<file path="src/fed_pkg.sv">
// Package for the allocation table entry locator and decoder.
// Holds the widths, table format codes, register indexes and pipeline types.
// No dependencies; used by the channel interfaces and the top level.
package fed_pkg;

  localparam int CLUSTER_W  = 28;
  localparam int RAW_W      = 32;
  localparam int SECTOR_W   = 32;
  localparam int BYTE_OFF_W = 12;
  localparam int START_W    = 16;
  localparam int SBYTES_W   = 13;
  localparam int CSECT_W    = 8;
  localparam int KIND_W     = 2;
  localparam int CFG_IDX_W  = 3;
  localparam int CFG_DATA_W = 32;

  // The table offset is at most 4 * (2^28 - 1), which fits in 30 bits.
  localparam int OFFSET_W   = 30;
  localparam int DIV_BITS   = 3;
  localparam int DIV_STAGES = OFFSET_W / DIV_BITS;
  localparam int NUM_STAGES = DIV_STAGES + 2;

  localparam logic [KIND_W-1:0] KIND_FAT12 = 2'd0;
  localparam logic [KIND_W-1:0] KIND_FAT16 = 2'd1;

  localparam logic [CFG_IDX_W-1:0] CFG_FAT_KIND     = 3'd0;
  localparam logic [CFG_IDX_W-1:0] CFG_TABLE_START  = 3'd1;
  localparam logic [CFG_IDX_W-1:0] CFG_SECTOR_BYTES = 3'd2;
  localparam logic [CFG_IDX_W-1:0] CFG_CLUSTER_SECT = 3'd3;
  localparam logic [CFG_IDX_W-1:0] CFG_DATA_START   = 3'd4;

  localparam logic [CLUSTER_W-1:0] EOC_MARK    = 28'hFFFFFFF;
  localparam logic [CLUSTER_W-1:0] EOC_FAT12   = 28'h0000FF8;
  localparam logic [CLUSTER_W-1:0] EOC_FAT16   = 28'h000FFF8;
  localparam logic [CLUSTER_W-1:0] EOC_FAT32   = 28'hFFFFFF8;
  localparam logic [CLUSTER_W-1:0] MASK_FAT12  = 28'h0000FFF;

  typedef struct packed {
    logic [OFFSET_W-1:0]   offset;
    logic [OFFSET_W-1:0]   dvd;
    logic [SBYTES_W-1:0]   rem;
    logic [OFFSET_W-1:0]   quot;
    logic [CLUSTER_W-1:0]  cm2;
    logic                  below2;
    logic [SECTOR_W-1:0]   first;
    logic [CLUSTER_W-1:0]  next;
    logic                  eoc;
    logic                  fat12;
    logic [SECTOR_W-1:0]   tsec;
    logic [BYTE_OFF_W-1:0] byte_off;
    logic                  straddle;
  } pipe_t;

  typedef struct packed {
    logic [SECTOR_W-1:0]   table_sector;
    logic [BYTE_OFF_W-1:0] entry_byte_offset;
    logic                  straddles_sectors;
    logic [SECTOR_W-1:0]   cluster_first_sector;
    logic [CLUSTER_W-1:0]  chain_next;
    logic                  end_of_chain;
  } res_t;

endpackage

</file>
<file path="src/fed_in_if.sv">
// Input channel of the allocation table entry locator: valid, ready and one item.
// Depends on fed_pkg for the field widths.
interface fed_in_if;
  logic                           valid;
  logic                           ready;
  logic [fed_pkg::CLUSTER_W-1:0]  cluster_number;
  logic [fed_pkg::RAW_W-1:0]      raw_entry;

  modport source (output valid, output cluster_number, output raw_entry, input ready);
  modport sink   (input valid, input cluster_number, input raw_entry, output ready);
endinterface

</file>
<file path="src/fed_out_if.sv">
// Result channel of the allocation table entry locator: valid, ready and one item.
// Depends on fed_pkg for the field widths.
interface fed_out_if;
  logic                           valid;
  logic                           ready;
  logic [fed_pkg::SECTOR_W-1:0]   table_sector;
  logic [fed_pkg::BYTE_OFF_W-1:0] entry_byte_offset;
  logic                           straddles_sectors;
  logic [fed_pkg::SECTOR_W-1:0]   cluster_first_sector;
  logic [fed_pkg::CLUSTER_W-1:0]  chain_next;
  logic                           end_of_chain;

  modport source (output valid, output table_sector, output entry_byte_offset,
                  output straddles_sectors, output cluster_first_sector,
                  output chain_next, output end_of_chain, input ready);
  modport sink   (input valid, input table_sector, input entry_byte_offset,
                  input straddles_sectors, input cluster_first_sector,
                  input chain_next, input end_of_chain, output ready);
endinterface

</file>
<file path="src/fat_entry_locate_decode.sv">
// Allocation table entry locator and decoder for FAT12, FAT16 and FAT32.
// Throughput: one item per cycle while the skid register is not full. An item passes
// through the entry stage, then the 30-bit restoring divider that resolves
// 3 quotient bits per stage over 10 stages, then the finish stage and the output register.
// Reset (synchronous, rst_n low) empties the pipeline and output, and loads the
// register defaults: FAT16, table start 1, 512-byte sectors, 1 sector per cluster.
module fat_entry_locate_decode (
  input  logic                            clk,
  input  logic                            rst_n,
  fed_in_if.sink                          in_ch,
  fed_out_if.source                       out_ch,
  input  logic                            cfg_we,
  input  logic [fed_pkg::CFG_IDX_W-1:0]   cfg_index,
  input  logic [fed_pkg::CFG_DATA_W-1:0]  cfg_data
);

  localparam int NS = fed_pkg::NUM_STAGES;
  localparam int DS = fed_pkg::DIV_STAGES;
  localparam int OW = fed_pkg::OFFSET_W;
  localparam int SW = fed_pkg::SBYTES_W;

  logic [fed_pkg::KIND_W-1:0]   kind_r;
  logic [fed_pkg::START_W-1:0]  tstart_r;
  logic [SW-1:0]                sbytes_r;
  logic [fed_pkg::CSECT_W-1:0]  csect_r;
  logic [fed_pkg::SECTOR_W-1:0] dstart_r;

  always_ff @(posedge clk) begin
    if (!rst_n) begin
      kind_r   <= fed_pkg::KIND_FAT16;
      tstart_r <= 16'd1;
      sbytes_r <= 13'd512;
      csect_r  <= 8'd1;
      dstart_r <= 32'd0;
    end else if (cfg_we) begin
      case (cfg_index)
        fed_pkg::CFG_FAT_KIND:     kind_r   <= cfg_data[fed_pkg::KIND_W-1:0];
        fed_pkg::CFG_TABLE_START:  tstart_r <= cfg_data[fed_pkg::START_W-1:0];
        fed_pkg::CFG_SECTOR_BYTES: sbytes_r <= cfg_data[SW-1:0];
        fed_pkg::CFG_CLUSTER_SECT: csect_r  <= cfg_data[fed_pkg::CSECT_W-1:0];
        fed_pkg::CFG_DATA_START:   dstart_r <= cfg_data;
        default: ;
      endcase
    end
  end

  fed_pkg::pipe_t  stage_r   [NS];
  fed_pkg::pipe_t  stage_nxt [NS];
  logic [NS-1:0]   v_r;
  logic            pipe_en;

  fed_pkg::res_t   out_r, skid_r, res_nxt;
  logic            out_v_r, skid_v_r;

  // The pipeline only stops when the skid register is full.
  assign pipe_en     = !skid_v_r;
  assign in_ch.ready = pipe_en;

  // Entry stage: table offset and entry decode.
  always_comb begin
    logic [fed_pkg::CLUSTER_W-1:0] c;
    logic [15:0]                   w;
    fed_pkg::pipe_t                s;
    c = in_ch.cluster_number;
    w = in_ch.raw_entry[15:0];
    s = '0;
    s.fat12  = (kind_r == fed_pkg::KIND_FAT12);
    s.below2 = (c < 28'd2);
    s.cm2    = c - 28'd2;
    case (kind_r)
      fed_pkg::KIND_FAT12: begin
        s.offset = {2'b00, c} + {3'b000, c[fed_pkg::CLUSTER_W-1:1]};
        s.next   = c[0] ? {16'd0, w[15:4]} : ({12'd0, w} & fed_pkg::MASK_FAT12);
        s.eoc    = (s.next >= fed_pkg::EOC_FAT12);
      end
      fed_pkg::KIND_FAT16: begin
        s.offset = {1'b0, c, 1'b0};
        s.next   = {12'd0, w};
        s.eoc    = (s.next >= fed_pkg::EOC_FAT16);
      end
      default: begin
        s.offset = {c, 2'b00};
        s.next   = in_ch.raw_entry[fed_pkg::CLUSTER_W-1:0];
        s.eoc    = (s.next >= fed_pkg::EOC_FAT32);
      end
    endcase
    if (s.eoc) begin
      s.next = fed_pkg::EOC_MARK;
    end
    s.dvd = s.offset;
    stage_nxt[0] = s;
  end

  always_ff @(posedge clk) begin
    if (!rst_n) begin
      v_r[0] <= 1'b0;
    end else if (pipe_en) begin
      v_r[0] <= in_ch.valid;
    end
  end

  always_ff @(posedge clk) begin
    if (pipe_en) begin
      stage_r[0] <= stage_nxt[0];
    end
  end

  for (genvar i = 1; i < NS; i++) begin : g_stage
    always_comb begin
      fed_pkg::pipe_t s;
      logic [SW:0]    t;
      logic [SW:0]    diff;
      logic           ge;
      logic [35:0]    prod;
      s    = stage_r[i-1];
      t    = '0;
      diff = '0;
      ge   = 1'b0;
      prod = '0;
      if (i <= DS) begin
        // Restoring division, one quotient bit per step.
        for (int k = 0; k < fed_pkg::DIV_BITS; k++) begin
          t      = {s.rem, s.dvd[OW-1]};
          diff   = t - {1'b0, sbytes_r};
          ge     = (t >= {1'b0, sbytes_r});
          s.rem  = ge ? diff[SW-1:0] : t[SW-1:0];
          s.quot = {s.quot[OW-2:0], ge};
          s.dvd  = {s.dvd[OW-2:0], 1'b0};
        end
      end
      if (i == 1) begin
        prod    = {8'd0, s.cm2} * {28'd0, csect_r};
        s.first = prod[fed_pkg::SECTOR_W-1:0];
      end
      if (i == 2) begin
        s.first = s.below2 ? '0 : dstart_r + s.first;
      end
      if (i == NS - 1) begin
        // A zero sector size reads as an all-ones quotient and the whole offset.
        if (sbytes_r == '0) begin
          s.tsec     = {16'd0, tstart_r} + 32'hFFFF_FFFF;
          s.byte_off = s.offset[fed_pkg::BYTE_OFF_W-1:0];
          s.straddle = 1'b0;
        end else begin
          s.tsec     = {16'd0, tstart_r} + {2'b00, s.quot};
          s.byte_off = s.rem[fed_pkg::BYTE_OFF_W-1:0];
          s.straddle = s.fat12 && (s.rem == sbytes_r - 13'd1);
        end
      end
      stage_nxt[i] = s;
    end

    always_ff @(posedge clk) begin
      if (!rst_n) begin
        v_r[i] <= 1'b0;
      end else if (pipe_en) begin
        v_r[i] <= v_r[i-1];
      end
    end

    always_ff @(posedge clk) begin
      if (pipe_en) begin
        stage_r[i] <= stage_nxt[i];
      end
    end
  end

  always_comb begin
    res_nxt.table_sector         = stage_r[NS-1].tsec;
    res_nxt.entry_byte_offset    = stage_r[NS-1].byte_off;
    res_nxt.straddles_sectors    = stage_r[NS-1].straddle;
    res_nxt.cluster_first_sector = stage_r[NS-1].first;
    res_nxt.chain_next           = stage_r[NS-1].next;
    res_nxt.end_of_chain         = stage_r[NS-1].eoc;
  end

  logic arrive, out_take;
  assign arrive   = pipe_en && v_r[NS-1];
  assign out_take = out_v_r && out_ch.ready;

  // An item that arrives while the output is stalled parks in the skid register.
  always_ff @(posedge clk) begin
    if (!rst_n) begin
      out_v_r  <= 1'b0;
      skid_v_r <= 1'b0;
    end else if (skid_v_r) begin
      if (out_take) begin
        skid_v_r <= 1'b0;
      end
    end else if (arrive) begin
      if (out_v_r && !out_ch.ready) begin
        skid_v_r <= 1'b1;
      end else begin
        out_v_r <= 1'b1;
      end
    end else if (out_take) begin
      out_v_r <= 1'b0;
    end
  end

  always_ff @(posedge clk) begin
    if (skid_v_r) begin
      if (out_take) begin
        out_r <= skid_r;
      end
    end else if (arrive) begin
      if (out_v_r && !out_ch.ready) begin
        skid_r <= res_nxt;
      end else begin
        out_r <= res_nxt;
      end
    end
  end

  assign out_ch.valid                = out_v_r;
  assign out_ch.table_sector         = out_r.table_sector;
  assign out_ch.entry_byte_offset    = out_r.entry_byte_offset;
  assign out_ch.straddles_sectors    = out_r.straddles_sectors;
  assign out_ch.cluster_first_sector = out_r.cluster_first_sector;
  assign out_ch.chain_next           = out_r.chain_next;
  assign out_ch.end_of_chain         = out_r.end_of_chain;

  a_skid_needs_out: assert property (@(posedge clk) disable iff (!rst_n)
    skid_v_r |-> out_v_r)
    else $error("skid register holds an item while the output is empty");

  a_skid_holds: assert property (@(posedge clk) disable iff (!rst_n)
    (skid_v_r && !out_ch.ready) |=> skid_v_r)
    else $error("skid item dropped while the output was stalled");

  a_skid_fills: assert property (@(posedge clk) disable iff (!rst_n)
    (arrive && out_v_r && !out_ch.ready) |=> (skid_v_r && out_v_r))
    else $error("item arriving at a stalled output was not parked");

endmodule
</file>
<file path="src/flat_wrapper.sv">
// flat-port wrapper written by rule: the top's interface ports become plain ports
module fat_entry_locate_decode_flat 
  (clk, rst_n, cfg_we, cfg_index, cfg_data, in_ch_valid, in_ch_cluster_number, in_ch_raw_entry, in_ch_ready, out_ch_valid, out_ch_table_sector, out_ch_entry_byte_offset, out_ch_straddles_sectors, out_ch_cluster_first_sector, out_ch_chain_next, out_ch_end_of_chain, out_ch_ready);
  fed_in_if in_ch_i ();
  fed_out_if out_ch_i ();
  input  logic clk;
  input  logic rst_n;
  input  logic cfg_we;
  input  logic [fed_pkg::CFG_IDX_W-1:0] cfg_index;
  input  logic [fed_pkg::CFG_DATA_W-1:0] cfg_data;
  input wire logic [$bits(in_ch_i.valid)-1:0] in_ch_valid;
  input wire logic [$bits(in_ch_i.cluster_number)-1:0] in_ch_cluster_number;
  input wire logic [$bits(in_ch_i.raw_entry)-1:0] in_ch_raw_entry;
  output wire logic [$bits(in_ch_i.ready)-1:0] in_ch_ready;
  output wire logic [$bits(out_ch_i.valid)-1:0] out_ch_valid;
  output wire logic [$bits(out_ch_i.table_sector)-1:0] out_ch_table_sector;
  output wire logic [$bits(out_ch_i.entry_byte_offset)-1:0] out_ch_entry_byte_offset;
  output wire logic [$bits(out_ch_i.straddles_sectors)-1:0] out_ch_straddles_sectors;
  output wire logic [$bits(out_ch_i.cluster_first_sector)-1:0] out_ch_cluster_first_sector;
  output wire logic [$bits(out_ch_i.chain_next)-1:0] out_ch_chain_next;
  output wire logic [$bits(out_ch_i.end_of_chain)-1:0] out_ch_end_of_chain;
  input wire logic [$bits(out_ch_i.ready)-1:0] out_ch_ready;
  assign in_ch_i.valid = in_ch_valid;
  assign in_ch_i.cluster_number = in_ch_cluster_number;
  assign in_ch_i.raw_entry = in_ch_raw_entry;
  assign in_ch_ready = in_ch_i.ready;
  assign out_ch_valid = out_ch_i.valid;
  assign out_ch_table_sector = out_ch_i.table_sector;
  assign out_ch_entry_byte_offset = out_ch_i.entry_byte_offset;
  assign out_ch_straddles_sectors = out_ch_i.straddles_sectors;
  assign out_ch_cluster_first_sector = out_ch_i.cluster_first_sector;
  assign out_ch_chain_next = out_ch_i.chain_next;
  assign out_ch_end_of_chain = out_ch_i.end_of_chain;
  assign out_ch_i.ready = out_ch_ready;
  fat_entry_locate_decode u_core (.clk(clk), .rst_n(rst_n), .in_ch(in_ch_i), .out_ch(out_ch_i), .cfg_we(cfg_we), .cfg_index(cfg_index), .cfg_data(cfg_data));
endmodule
</file>
<file path="config.mk">
export PLATFORM = sky130hd
export DESIGN_NAME = fat_entry_locate_decode_flat
export DESIGN_NICKNAME = d
export VERILOG_FILES = /design/src/fed_pkg.sv /design/src/fed_in_if.sv /design/src/fed_out_if.sv /design/src/fat_entry_locate_decode.sv /design/src/flat_wrapper.sv
export SDC_FILE = /design/constraint.sdc
export NUM_CORES = 2
export LEC_CHECK = 0
export BUFFER_PORTS_ARGS = -buffer_cell sky130_fd_sc_hd__buf_2
export CAP_MARGIN = 15
export CORE_AREA = 4 4 303 454
export CTS_CLUSTER_SIZE = 10
export DETAILED_ROUTE_END_ITERATION = 8
export DIE_AREA = 0 0 307 458
export PLACE_DENSITY = 0.79
export SLEW_MARGIN = 20
export SYNTH_ARGS = -nofsm -noshare
export SYNTH_HDL_FRONTEND = slang
export SYNTH_SLANG_ARGS = --single-unit
export TNS_END_PERCENT = 5
</file>
<file path="constraint.sdc">
create_clock -name clk -period 86.7 [get_ports clk]
set_clock_uncertainty 0.1 [all_clocks]
set_input_delay 17.34 -clock clk [delete_from_list [all_inputs] [get_ports clk]]
set_output_delay 17.34 -clock clk [all_outputs]
set_load 0.1 [all_outputs]
</file>
==> qor.csv <==
stage;metric;value;unit
yosys;synth_fp_nets;7344;
timing;worst_pin_slew;1.127;ns
placement;gp_congestion;0.9173;
clocking;postCtsSetupRepairBufs;0;
global_routing;grt_max_degree;204;
worst_setup_path;critical_path_peak_fanout;57;
clocking;holdBufCountCts;0;
die;core_area;133200;µm²
outcome;run_status;finished clean;
worst_setup_path;worstSetupPathType;reg2out;
worst_setup_path;reg2reg_slack;76.15;ns
detailed_routing;via_per_inst;5.978;
worst_setup_path;timing_startpoint_of_the_critical_path;u_core.skid_v_r;
worst_setup_path;critical_path.reg2reg.endpoint;u_core.stage_r[1][883];
clocking;cts_made_buffers;178;
yosys;yosysWarningCount;0;
timing;post_route_setup_tns;0;ns
placement;dp_cells;8401;
clocking;cts_resized;0;
min_path;hold_path_class;reg2reg;
yosys;synth_seq_area_share;56.28;%
global_routing;overall_global_routing_usage;25.36;%
detailed_routing;antenna_violating_nets_post_route;0;
worst_setup_path;sort_of_element_at_the_end_of_the_critical_path;output pin;
finish;synthToLayoutAreaGrowth;10.19;%
clocking;cts_buffer_depth;3;
yosys;synth_top_flop_cell;edfxtp_1;
yosys;yosys.cell_types.count;92;
worst_setup_path;crit_arrival;2.63;ns
finish;final_cell_count_no_fill;8687;
finish;design.final.nets;7649;
yosys;yosys-top-cells-area;edfxtp_1, ha_1, fa_1;
clocking;ctsHtreeMaxLevel;4;
detailed_routing;drt_first_pass_iters;6;
worst_setup_path;cp.required;69.26;ns
global_routing;groute.layer.met3.usage;3.746;%
detailed_routing;drc;0;
placement;detailed_place_hpwl;122700;µm
global_routing;use_met1;29.68;%
global_routing;first_global_vias;53020;
placement;place.port_buffers;203;
worst_setup_path;worst_setup_path_start_kind;register;
global_routing;grt_antenna_before_repair;11;
yosys;synthDominantAreaCellType;edfxtp_1;
die;io_pins;208;
yosys;synth_edf_count;1488;
global_routing;global_route.usage.met2;45.51;%
worst_setup_path;crit-reg2reg-launch;u_core.sbytes_r[2];
timing;maximum_operating_frequency;0.04982;GHz
global_routing;grt_pass1_wl;281800;µm
detailed_routing;route.final.wire_length;178900;µm
timing;finalSetupViolations;0;
die;initial_core_util;61.89;%
finish;finish.utilization;68.20;%
worst_setup_path;timing.critical_path.to;in_ch_ready;
die;dieHeight;458;µm
die;die_width;307;µm
yosys;synthArstFlopShare;0;%
global_routing;layer_carrying_the_most_global_route_usage;met2;
yosys;synth.avg_cell_area;12.62;µm²
yosys;synth-seq-cells;1573;
die;core.rowCount;164;
detailed_routing;first_iter_violations;3749;
die;floorplan.die_area;140600;µm²
yosys;synthesized_instance_count;6533;
timing;finalMaxSlewViolations;0;
detailed_routing;vias;51940;
clocking;insertion_delay_of_the_later_clocked_pin_in_the_worst_skew_pair;0.82;ns
yosys;syn_area;82420;µm²
global_routing;total_congestion_overflow_after_global_routing;0;
timing;final_hold_viol_count;0;
timing;setup_repair_after_global_routing_missed_its_margin;no;
clocking;cts_sinks;1573;
flow_run;drv_cap;0;
yosys;synth_top_area_share;54.21;%
clocking;tritoncts;yes;
timing;layout_worst_path_cycle_share;23.15;%
timing;relSlewSlack;24.78;%
worst_setup_path;r2r.worst_path.cells;34;
timing;min_period;20.07;ns
clocking;root_buffer;clkbuf_16;
clocking;clock_pin_slew_reported_for_the_worst_setup_and_hold_paths_after_clock_tree_synthesis;0.05;ns
finish;layout-drive-gt1-share;11.23;%
detailed_routing;detail_route.wl_per_cell;20.59;µm
[through the flow]
step	instance area (µm²)	setup WS, ns	hold slack (ns)
after CTS	90800	66.56	0.2705
after floorplan	82420	43.58	0.3003
final	90820	66.63	0.2645
after detailed placement	85630	66.18	0.3045
after global placement	85620	66.22	0.3001
after global routing	90810	66.51	0.2802
[kinds of logic after synthesis]
kind of cell / Yosys count / share of synthesized area [%]
AOI/OAI and AO/OA: 1271 / 10.03
and+or+nand+nor: 1614 / 9.315
adders and majority gates: 711 / 12.46
buffers and inverters: 586 / 2.714
xor gates and xnor gates: 426 / 4.527
DFF: 1573 / 56.28
muxes: 352 / 4.674
[cells in the final DEF, fill, tap and decap left out, types with 148 or more instances in the layout]
cell type and count:
nand2_1 604, buf_2 203, nor2_1 321, edfxtp_1 1488, a21oi_1 342, xnor2_1 253
inv_1 433, fa_1 183, clkbuf_16 178, ha_1 528, a21o_1 148, o21ai_0 278
mux2_2 235, xor2_1 173
[layout make-up]
class | count | area (µm²)
well taps | 1743 | 2181
inverters | 438 | 1652
flip-flops and latches | 1573 | 46390
clock inverters | 25 | 407.9
multi-input cells | 4374 | 33830
diodes | 6 | 15.01
clock buffers | 255 | 4763
repair buffers | 273 | 1579
fillers | 9019 | 42350
[sequential cells by signal (all words and copies together) (netlist names), 2 cells and up]
signal                              cells
u_core.v_r                             12
u_core.skid_r                         106
u_core.out_ch.entry_byte_offset        12
u_core.stage_r                       1276
u_core.out_ch.cluster_first_sector     32
u_core.out_ch.chain_next               28
u_core.out_ch.table_sector             32
u_core.kind_r                           2
u_core.sbytes_r                        13
u_core.dstart_r                        32
u_core.csect_r                          8
u_core.tstart_r                        16
[how the worst min path moves through the flow]
stage,from,to,slack (ns),cells past startpoint
floorplan,u_core.stage_r[0][45],u_core.stage_r[0][284],0.30,0
global placement,u_core.stage_r[1][314],u_core.stage_r[1][553],0.30,0
detailed placement,u_core.stage_r[0][52],u_core.stage_r[0][291],0.30,0
CTS,u_core.stage_r[0][926],u_core.stage_r[1][209],0.27,0
global route,u_core.stage_r[0][926],u_core.stage_r[1][209],0.28,0
finish,u_core.stage_r[0][926],u_core.stage_r[1][209],0.26,0
[layer usage]
metal / vias to the layer above / part of all wire, %
met3: 493 / 4.8
li1: 24500 / -
met4: 12 / 5.2
met5: - / 0.053
met2: 1537 / 51
met1: 25390 / 38
[Yosys cell counts (27+ instances only)]
master / number
mux2i_1: 110
xor2_1: 173
fa_1: 183
a31oi_1: 36
nor2b_1: 90
edfxtp_1: 1488
or2_2: 34
nand3_1: 79
nor3_1: 79
o21a_1: 47
inv_1: 435
xnor2_1: 253
a211oi_1: 43
a21boi_0: 97
a21oi_1: 342
nor2_1: 321
o211ai_1: 30
mux2_2: 235
nand4_1: 84
a21o_1: 148
and2_1: 120
o21bai_1: 32
nand2b_1: 74
o21ai_0: 278
o221ai_1: 27
clkbuf_1: 116
ha_1: 528
and3_1: 48
dfxtp_1: 85
nand2_1: 604
[worst max-delay path: stages, from the launching register on]
cell	delay (ns)
dfxtp_4	0.96
inv_8	0.30
buf_2	0.43
Power is not shown: default switching activity piles up to over one toggle a cycle in this logic, so the estimate is an artifact.
